**config.mk**
```make
export PLATFORM = sky130hd
export DESIGN_NAME = server_liveness_table
export DESIGN_NICKNAME = d
export VERILOG_FILES = /design/src/rtl/slt_pkg.sv /design/src/rtl/slt_ram.sv /design/src/rtl/server_liveness_table.sv
export SDC_FILE = /design/constraint.sdc
export NUM_CORES = 2
export LEC_CHECK = 0
export BUFFER_PORTS_ARGS = -buffer_cell sky130_fd_sc_hd__buf_4
export CAP_MARGIN = 20
export CORE_MARGIN = 5
export CORE_UTILIZATION = 57
export DETAILED_ROUTE_END_ITERATION = 10
export HOLD_SLACK_MARGIN = 0.05
export PLACE_DENSITY = 0.76
export SLEW_MARGIN = 30
export SYNTH_ARGS = -nofsm -noshare
export SYNTH_HDL_FRONTEND = slang
export SYNTH_SLANG_ARGS = --single-unit
```
**constraint.sdc**
```tcl
create_clock -name clk -period 16.1 [get_ports clk]
set_clock_uncertainty 0.1 [all_clocks]
set_input_delay 3.22 -clock clk [delete_from_list [all_inputs] [get_ports clk]]
set_output_delay 3.22 -clock clk [all_outputs]
set_load 0.01 [all_outputs]
```
**src/rtl/slt_pkg.sv**
```systemverilog
// package for the server liveness table
// holds codes, entry layout and the wrap-aware time helpers
// no dependencies
package slt_pkg;

	localparam int unsigned SltDepthDefault = 32;
	localparam logic [31:0] TimeWindow = 32'd86400000;

	localparam logic [15:0] PingIntervalReset = 16'd3000;
	localparam logic [2:0]  PingRetryReset    = 3'd5;
	localparam logic [26:0] KeepaliveReset    = 27'(65 * 60 * 1000);

	typedef enum logic [1:0] {
		FN_REGISTER = 2'd0,
		FN_PONG     = 2'd1,
		FN_TICK     = 2'd2,
		FN_LIST     = 2'd3
	} func_t;

	typedef enum logic [3:0] {
		EV_ADDED      = 4'd0,
		EV_REFRESHED  = 4'd1,
		EV_FULL       = 4'd2,
		EV_CONFIRMED  = 4'd3,
		EV_PONG_NOTED = 4'd4,
		EV_PONG_UNK   = 4'd5,
		EV_SEND_PING  = 4'd6,
		EV_PING_FAIL  = 4'd7,
		EV_KEEP_DROP  = 4'd8,
		EV_TICK_IDLE  = 4'd9,
		EV_LIST_ENTRY = 4'd10,
		EV_LIST_EMPTY = 4'd11
	} event_t;

	typedef enum logic [1:0] {
		REG_PING_INTERVAL = 2'd0,
		REG_PING_RETRY    = 2'd1,
		REG_KEEPALIVE     = 2'd2
	} reg_idx_t;

	typedef enum logic [1:0] {
		ST_IDLE,
		ST_SCAN,
		ST_FINISH
	} state_t;

	typedef struct packed {
		logic [31:0] host;
		logic [15:0] port;
		logic [31:0] ping;
		logic [31:0] pong;
		logic [2:0]  cnt;
	} entry_t;

	localparam int unsigned EntryW = $bits(entry_t);

	function automatic logic t_greater(input logic [31:0] a, input logic [31:0] b);
		logic [31:0] d;
		d = b - a;
		return d >= TimeWindow;
	endfunction

	function automatic logic [31:0] t_diff(input logic [31:0] a, input logic [31:0] b);
		logic [31:0] d;
		d = a - b;
		return (d >= TimeWindow) ? (b - a) : d;
	endfunction

endpackage

```
**src/rtl/slt_ram.sv**
```systemverilog
// generic single write port, single read port ram with registered read
// no dependencies
module slt_ram #(
	parameter int unsigned WIDTH = 8,
	parameter int unsigned DEPTH = 32
) (
	input  logic                     clk,
	input  logic                     we,
	input  logic [$clog2(DEPTH)-1:0] waddr,
	input  logic [WIDTH-1:0]         wdata,
	input  logic                     re,
	input  logic [$clog2(DEPTH)-1:0] raddr,
	output logic [WIDTH-1:0]         rdata
);

	logic [WIDTH-1:0] mem [DEPTH];

	always_ff @(posedge clk) begin
		if (we) begin
			mem[waddr] <= wdata;
		end
		if (re) begin
			rdata <= mem[raddr];
		end
	end

endmodule

```
**src/rtl/server_liveness_table.sv**
```systemverilog
// server liveness table: ordered table of game servers with ping bookkeeping
// depends on slt_pkg and slt_ram
//
// usage: a command is taken when start is high and busy is low, with func,
// src_host, src_port and now_ms. each result shows for one cycle with valid
// high; last marks the final result of the command. the receiver cannot stall.
// register and pong scan the table until the first match; tick and list walk
// every entry. one entry is read per cycle from a single ram with registered
// read, results following as they are found. a tick compacts the table as it
// goes, writing kept entries back below the read pointer. reset empties the
// table and loads the register defaults; the ram itself needs no clearing.
// configuration is on an apb-style port at byte addresses 0, 4 and 8; the user
// must write it only while the block is idle, which the block itself does not
// enforce.
module server_liveness_table
	import slt_pkg::*;
#(
	parameter int unsigned TABLE_DEPTH = SltDepthDefault
) (
	input  logic        clk,
	input  logic        arst_n,
	input  logic        start,
	output logic        busy,
	input  logic [1:0]  func,
	input  logic [31:0] src_host,
	input  logic [15:0] src_port,
	input  logic [31:0] now_ms,
	output logic        valid,
	output logic [3:0]  event_res,
	output logic [31:0] entry_host,
	output logic [15:0] entry_port,
	output logic        list_changed,
	output logic        last,
	input  logic        psel,
	input  logic        penable,
	input  logic        pwrite,
	input  logic [3:0]  paddr,
	input  logic [31:0] pwdata,
	output logic [31:0] prdata,
	output logic        pready
);

	localparam int unsigned AW = $clog2(TABLE_DEPTH);
	localparam int unsigned CW = $clog2(TABLE_DEPTH + 1);
	localparam logic [CW-1:0] DepthC = CW'(TABLE_DEPTH);

	// configuration
	logic [15:0] ping_interval_q;
	logic [2:0]  ping_retry_q;
	logic [26:0] keepalive_q;
	logic        cfg_wr;
	reg_idx_t    cfg_idx;

	assign pready  = 1'b1;
	assign cfg_wr  = psel & penable & pwrite;
	assign cfg_idx = reg_idx_t'(paddr[3:2]);

	always_ff @(posedge clk or negedge arst_n) begin
		if (!arst_n) begin
			ping_interval_q <= PingIntervalReset;
			ping_retry_q    <= PingRetryReset;
			keepalive_q     <= KeepaliveReset;
		end else if (cfg_wr) begin
			unique case (cfg_idx)
				REG_PING_INTERVAL: ping_interval_q <= pwdata[15:0];
				REG_PING_RETRY:    ping_retry_q    <= pwdata[2:0];
				REG_KEEPALIVE:     keepalive_q     <= pwdata[26:0];
				default: ;
			endcase
		end
	end

	always_comb begin
		unique case (cfg_idx)
			REG_PING_INTERVAL: prdata = {16'd0, ping_interval_q};
			REG_PING_RETRY:    prdata = {29'd0, ping_retry_q};
			REG_KEEPALIVE:     prdata = {5'd0, keepalive_q};
			default:           prdata = 32'd0;
		endcase
	end

	// control and command registers
	state_t      state_q, state_d;
	func_t       func_q;
	logic [31:0] host_q, now_q;
	logic [15:0] port_q;
	logic [CW-1:0] rd_q, rd_d, wr_q, wr_d, cnt_q, cnt_d;
	logic        v_s1, v_d;
	logic [AW-1:0] idx_s1;
	logic        full_q, full_d, hit_q, hit_d;
	logic        pend_v_q, pend_v_d;
	event_t      pend_ev_q, pend_ev_d;
	logic [31:0] pend_host_q, pend_host_d;
	logic [15:0] pend_port_q, pend_port_d;
	logic        pend_chg_q, pend_chg_d;
	logic        out_v_q, out_v_d, out_last_q, out_last_d, out_chg_q, out_chg_d;
	event_t      out_ev_q, out_ev_d;
	logic [31:0] out_host_q, out_host_d;
	logic [15:0] out_port_q, out_port_d;

	// ram
	logic          we, re;
	logic [AW-1:0] waddr;
	entry_t        wdata, ent;
	logic [EntryW-1:0] rdata;

	slt_ram #(.WIDTH(EntryW), .DEPTH(TABLE_DEPTH)) u_ram (
		.clk   (clk),
		.we    (we),
		.waddr (waddr),
		.wdata (wdata),
		.re    (re),
		.raddr (rd_q[AW-1:0]),
		.rdata (rdata)
	);

	assign ent = entry_t'(rdata);

	logic        accept;
	logic [31:0] stamp;
	logic        answered, due, conf, stop;
	logic        gen;
	event_t      gen_ev;
	logic [31:0] gen_host;
	logic [15:0] gen_port;
	logic        gen_chg;

	assign accept = start & ~busy;
	assign busy   = (state_q != ST_IDLE);
	assign stamp  = (now_q == 32'd0) ? 32'd1 : now_q;

	assign answered = (ent.ping != 32'd0) && (ent.pong != 32'd0) && !t_greater(ent.ping, ent.pong);
	assign due      = (ent.ping == 32'd0) || (t_diff(now_q, ent.ping) > {16'd0, ping_interval_q});
	assign conf     = (ent.ping != 32'd0) && ((ent.pong == 32'd0) || t_greater(ent.ping, ent.pong));

	always_comb begin
		state_d     = state_q;
		rd_d        = rd_q;
		wr_d        = wr_q;
		cnt_d       = cnt_q;
		v_d         = 1'b0;
		full_d      = full_q;
		hit_d       = hit_q;
		pend_v_d    = pend_v_q;
		pend_ev_d   = pend_ev_q;
		pend_host_d = pend_host_q;
		pend_port_d = pend_port_q;
		pend_chg_d  = pend_chg_q;
		out_v_d     = 1'b0;
		out_last_d  = 1'b0;
		out_ev_d    = pend_ev_q;
		out_host_d  = pend_host_q;
		out_port_d  = pend_port_q;
		out_chg_d   = pend_chg_q;
		we          = 1'b0;
		waddr       = idx_s1;
		wdata       = ent;
		re          = 1'b0;
		stop        = 1'b0;
		gen         = 1'b0;
		gen_ev      = EV_LIST_ENTRY;
		gen_host    = ent.host;
		gen_port    = ent.port;
		gen_chg     = 1'b0;

		unique case (state_q)
			ST_IDLE: begin
				if (accept) begin
					rd_d     = '0;
					wr_d     = '0;
					hit_d    = 1'b0;
					pend_v_d = 1'b0;
					full_d   = (func_t'(func) == FN_REGISTER) && (cnt_q >= DepthC);
					state_d  = full_d ? ST_FINISH : ST_SCAN;
				end
			end
			ST_SCAN: begin
				if (v_s1) begin
					unique case (func_q)
						FN_REGISTER: begin
							if (ent.host == host_q && ent.port == port_q) begin
								stop       = 1'b1;
								hit_d      = 1'b1;
								we         = 1'b1;
								wdata.ping = 32'd0;
								wdata.cnt  = 3'd0;
								gen        = 1'b1;
								gen_ev     = EV_REFRESHED;
							end
						end
						FN_PONG: begin
							if (ent.host == host_q && (ent.port + 16'd1) == port_q) begin
								stop       = 1'b1;
								hit_d      = 1'b1;
								we         = 1'b1;
								wdata.pong = stamp;
								gen        = 1'b1;
								gen_ev     = conf ? EV_CONFIRMED : EV_PONG_NOTED;
								gen_chg    = (ent.pong == 32'd0);
							end
						end
						FN_TICK: begin
							waddr = wr_q[AW-1:0];
							if (answered) begin
								if (t_diff(now_q, ent.pong) > {5'd0, keepalive_q}) begin
									gen     = 1'b1;
									gen_ev  = EV_KEEP_DROP;
									gen_chg = 1'b1;
								end else begin
									we   = 1'b1;
									wr_d = wr_q + 1'b1;
								end
							end else if (due) begin
								if (ent.cnt >= ping_retry_q) begin
									gen     = 1'b1;
									gen_ev  = EV_PING_FAIL;
									gen_chg = (ent.pong != 32'd0);
								end else begin
									we         = 1'b1;
									wr_d       = wr_q + 1'b1;
									wdata.cnt  = ent.cnt + 3'd1;
									wdata.ping = stamp;
									gen        = 1'b1;
									gen_ev     = EV_SEND_PING;
								end
							end else begin
								we   = 1'b1;
								wr_d = wr_q + 1'b1;
							end
						end
						FN_LIST: begin
							if (ent.pong != 32'd0) begin
								gen    = 1'b1;
								gen_ev = EV_LIST_ENTRY;
							end
						end
						default: ;
					endcase
				end
				if (gen) begin
					out_v_d     = pend_v_q;
					pend_v_d    = 1'b1;
					pend_ev_d   = gen_ev;
					pend_host_d = gen_host;
					pend_port_d = gen_port;
					pend_chg_d  = gen_chg;
				end
				if (!stop && rd_q < cnt_q) begin
					re   = 1'b1;
					v_d  = 1'b1;
					rd_d = rd_q + 1'b1;
				end
				if (stop || rd_q >= cnt_q) begin
					state_d = ST_FINISH;
				end
			end
			ST_FINISH: begin
				out_v_d    = 1'b1;
				out_last_d = 1'b1;
				state_d    = ST_IDLE;
				if (!pend_v_q) begin
					out_chg_d  = 1'b0;
					out_host_d = host_q;
					out_port_d = port_q;
					unique case (func_q)
						FN_REGISTER: out_ev_d = full_q ? EV_FULL : EV_ADDED;
						FN_PONG:     out_ev_d = EV_PONG_UNK;
						FN_TICK: begin
							out_ev_d   = EV_TICK_IDLE;
							out_host_d = 32'd0;
							out_port_d = 16'd0;
						end
						FN_LIST: begin
							out_ev_d   = EV_LIST_EMPTY;
							out_host_d = 32'd0;
							out_port_d = 16'd0;
						end
						default: ;
					endcase
				end
				if (func_q == FN_TICK) begin
					cnt_d = wr_q;
				end
				if (func_q == FN_REGISTER && !full_q && !hit_q) begin
					we         = 1'b1;
					waddr      = cnt_q[AW-1:0];
					wdata.host = host_q;
					wdata.port = port_q;
					wdata.ping = 32'd0;
					wdata.pong = 32'd0;
					wdata.cnt  = 3'd0;
					cnt_d      = cnt_q + 1'b1;
				end
			end
			default: state_d = ST_IDLE;
		endcase
	end

	always_ff @(posedge clk or negedge arst_n) begin
		if (!arst_n) begin
			state_q    <= ST_IDLE;
			cnt_q      <= '0;
			rd_q       <= '0;
			wr_q       <= '0;
			v_s1       <= 1'b0;
			full_q     <= 1'b0;
			hit_q      <= 1'b0;
			pend_v_q   <= 1'b0;
			out_v_q    <= 1'b0;
			out_last_q <= 1'b0;
		end else begin
			state_q    <= state_d;
			cnt_q      <= cnt_d;
			rd_q       <= rd_d;
			wr_q       <= wr_d;
			v_s1       <= v_d;
			full_q     <= full_d;
			hit_q      <= hit_d;
			pend_v_q   <= pend_v_d;
			out_v_q    <= out_v_d;
			out_last_q <= out_last_d;
		end
	end

	always_ff @(posedge clk) begin
		if (accept) begin
			func_q <= func_t'(func);
			host_q <= src_host;
			port_q <= src_port;
			now_q  <= now_ms;
		end
		idx_s1      <= rd_q[AW-1:0];
		pend_ev_q   <= pend_ev_d;
		pend_host_q <= pend_host_d;
		pend_port_q <= pend_port_d;
		pend_chg_q  <= pend_chg_d;
		out_ev_q    <= out_ev_d;
		out_host_q  <= out_host_d;
		out_port_q  <= out_port_d;
		out_chg_q   <= out_chg_d;
	end

	assign valid        = out_v_q;
	assign last         = out_last_q;
	assign event_res    = out_ev_q;
	assign entry_host   = out_host_q;
	assign entry_port   = out_port_q;
	assign list_changed = out_chg_q;

endmodule

```
==> flow_results.org <==
** Cells and area
- Final design area excluding fillers :: 185,000 um^2
- Layout fillers :: 18,300
- Most common library cell in the layout ignoring fill and taps :: edfxtp_1
- Signed area change from the synthesized netlist to the final layout :: 12.1%
- Cells with a size suffix above 1 make up 27.4% of the layout.
- In the layout the commonest cells are edfxtp_1 (3,930), mux4_2 (1,150), clkbuf_16 (397).
- Net total in the final layout :: 8,797

** Detailed routing
- Iteration-0 DRC count of the detailed router :: 13,500
- Detailed-routing iteration count for the pre-antenna-repair pass :: 7
- In this run the remaining antenna-violating nets after routing total 0.
- Overall via count from detail_route :: 87,500
- Post-detailed-route DRC marker count :: 0
- Wires add up to 451,000 um.
- Detail-routed via count per cell :: 6.97
- Dividing the detail-routed wire length by the instance count gives 35.9 um.

** Place
- After legalization and detailed placement, the total HPWL measured 228,000 um.
- Weighted congestion reported at the end of routability-driven placement :: 0.948
- Once placement finished, the instance area stood at 172,000 um^2.
- Total of buffers placed on input and output ports :: 199

** Synth
- Count of warnings emitted by yosys :: 0
- The synthesized design spends more area on one cell type than any other, namely edfxtp_1.
- The number of different library cells used by synthesis comes to 90.
- Flip-flop cell with the highest count after synthesis :: edfxtp_1
- Share of the synthesized area in the top cell type :: 71.4%
- Share of synthesized registers carrying an async set or reset :: 1.77%
- Summing the sequential cell areas from Yosys gives 73.2% of the chip area.
- Number of enable-type register cells in the synthesized netlist :: 3,930
- Synth top area cells :: edfxtp_1 (71%), mux4_2 (16%), ha_1 (1.7%)
- Netlist Area Pre-Place :: 165,000 um^2
- The cell count after synthesis came out at 8,091.
- Counting flops and latches in the post-synthesis netlist gives 4,060.
- The average instance in the mapped netlist occupies 20.4 um^2.

** Global route
- Total grt overflow :: 0
- Number of global-route vias before repair :: 88,800
- The first global-routing pass estimated 644,000 um of wire.
- Initial antenna violation count :: 10
- Maximum number of pins on one net before global-route repair :: 148
- For this run, the total global-route usage over all layers was measured as 29.8%.

** Setup path
- Largest stage delay, worst path :: 0.88 ns
- The worst setup path is captured at a flip-flop.
- Crit path buffers/inverters :: 5
- STA puts the critical path data required time at 16.57 ns.
- On the critical path the largest part of the delay comes from compound AO/OA/AOI/OAI gates.
- Crit path arrival time :: 12.21 ns
- Most frequent CP cell :: buf_4
- Kind of launch point of the worst setup path :: flip-flop
- Crit Path Max Fanout :: 43
- The slowest stage of the critical path is the buf_4 cell.
- Crit Path Category :: reg2reg

** CTS
- Clock tree from TritonCTS :: yes
- In this run the deepest clock path goes through 4 buffers.
- The tree is rooted in a clkbuf_16.
- Clock Sink Count :: 4,060
- In this run the post-CTS setup repair buffer count came out at 0.
- Hold repair after CTS inserted 0 buffers.
- Num CTS Buffers :: 394
- Clk pin slew, worst setup/hold paths :: 0.06 ns
- CTS H-tree lvls :: 5
- Clock latency on the worst-skew pair, taken at its later pin, is 0.98 ns.
- Total of cells resized after clock tree synthesis :: 0

** STA
- Max-slew headroom at the worst pin :: 26.8%
- Slew at the pin with the worst max-slew slack :: 1.10 ns
- RSZ-0062 raised after global routing :: no
- Highest clock frequency the design can meet :: 85.2 MHz
- Period utilization :: 72.9%
- The final hold violation count was 0.
- Shortest clock period the worst path allows after layout :: 11.74 ns
- For the final routed database, the setup TNS stands at 0 ns.
- The count of pins over their slew limit is 0.
- Final setup vio count :: 0

** Job
- Max Cap Viol :: 0

** Die
- Die ar. :: 301,000 um^2
- Horizontal die dimension :: 549 um
- In this run the count of I/O pins placed on the die edge is 213.
- Row count :: 197
- Floorplan Core Area :: 288,000 um^2
- In this run the vertical extent of the chip is 549 um.
- Once the floorplan was initialized, standard cells occupied 57.3% of the core.

** Power
- The analysis attributes to cell leakage a power of 58.7 nW.
- Total power density per cell area :: 177 nW/um^2
- Across the VDD grid, the largest voltage drop is 0.172 mV.

** Hold path
- The min-delay analysis places its worst path in the category reg2reg.

** Status
- Result of the run :: finished, final reports clean
-- where the power goes --
group	internal (mW)	leakage [nW]	switching (mW)
clock network	5.25	6.27	4.01
registers	13.9	36.9	0.471
logic	3.29	15.5	5.89
-- sequential cells by signal (all words and copies together), names as in the netlist, 5 cells and up --
register         cells
cnt_q                6
entry_host          32
entry_port          16
host_q              32
idx_s1               5
keepalive_q         27
now_q               32
pend_host_q         32
pend_port_q         16
ping_interval_q     16
port_q              16
rd_q                 6
u_ram.mem         3680
u_ram.rdata        115
wr_q                 6
-- layout make-up --
cell class | count | area [um^2] | area share (%)
diodes | 2 | 5.00 | 0.00270
clock inverters | 249 | 2590 | 1.40
repair buffers | 374 | 3460 | 1.87
multi-input cells | 3422 | 42500 | 23.0
inverters | 196 | 738 | 0.398
well taps | 3781 | 4730 | 2.55
clock buffers | 474 | 10300 | 5.54
flip-flops and latches | 4060 | 121000 | 65.3
-- routing by layer --
layer / track usage, % / wire length (um) / share of wire, % / up-vias
met1: 41.4 / 163000 / 36 / 45600
met2: 48.2 / 220000 / 49 / 6602
met4: 9.87 / 16500 / 3.7 / 12
met3: 5.82 / 50900 / 11 / 993
li1: - / - / - / 34300
met5: 0 / 76 / 0.017 / -
-- worst register-to-register path: cells and delay by family, from the launching register on --
kind,cells,cell delay (ns)
DFF,1,0.67
and+or+nand+nor,10,2.97
adders and majority gates,2,0.84
buffers and inverters,5,2.45
AOI/OAI and AO/OA,12,4.02
xor gates and xnor gates,2,0.23
-- cell usage after synthesis, types with 38 or more instances --
library cell	count
edfxtp_1	3930
nor2_1	148
clkbuf_1	331
ha_1	220
dfrtp_1	54
mux4_2	1150
mux2i_1	38
buf_1	65
a21o_1	45
nor4_1	47
nand3_1	49
nor3_1	65
mux2_2	170
nand2_1	271
nand4_1	58
a21oi_1	272
a22o_1	99
o21ai_0	176
inv_1	196
xnor2_1	84
xor2_1	88
dfxtp_1	58
-- worst paths after layout --
| kind | start | end | slack, ns | cells past startpoint |
|---|---|---|---|---|
| max reg2reg | now_q[12] | u_ram.mem[24][5] | 4.36 | 31 |
| min | pend_host_q[2] | entry_host[2] | 0.38 | 1 |
| max in group asynchronous | arst_n | rd_q[0] | 12.60 | 2 |
| max | now_q[12] | u_ram.mem[24][5] | 4.36 | 31 |
| min reg2reg | pend_host_q[2] | entry_host[2] | 0.38 | 1 |
| min in group asynchronous | arst_n | keepalive_q[18] | 2.03 | 1 |
-- metrics by stage --
stage / instances / utilization, % / worst slack [ns] / total power [mW] / hold WS [ns]
after floorplan: 8095 / - / 0.595 / 20.4 / 0.272
after CTS: 12500 / 64.2 / 4.46 / 32.7 / 0.381
after detailed placement: 11800 / 59.7 / 4.48 / 23.5 / 0.358
after global routing: 12600 / 64.3 / 4.02 / 34.0 / 0.393
after global placement: 11800 / 59.6 / 4.60 / 23.2 / 0.368
final: 12600 / 64.3 / 4.36 / 32.8 / 0.383
-- cell families (layout without fill, tap and decap cells) --
| group | count (synthesis) | in the layout | share of synthesized area (%) |
|---|---|---|---|
| compound gates | 869 | 869 | 3.39 |
| xor+xnor | 172 | 172 | 0.911 |
| fa+ha+maj | 225 | 225 | 1.73 |
| buf+inv | 613 | 1293 | 1.42 |
| flops | 4060 | 4060 | 73.2 |
| mux | 1358 | 1358 | 17.1 |
| other cells | 2 | 8 | 0.00454 |
| simple gates | 792 | 792 | 2.32 |
Power figures use the tool's default switching activity.
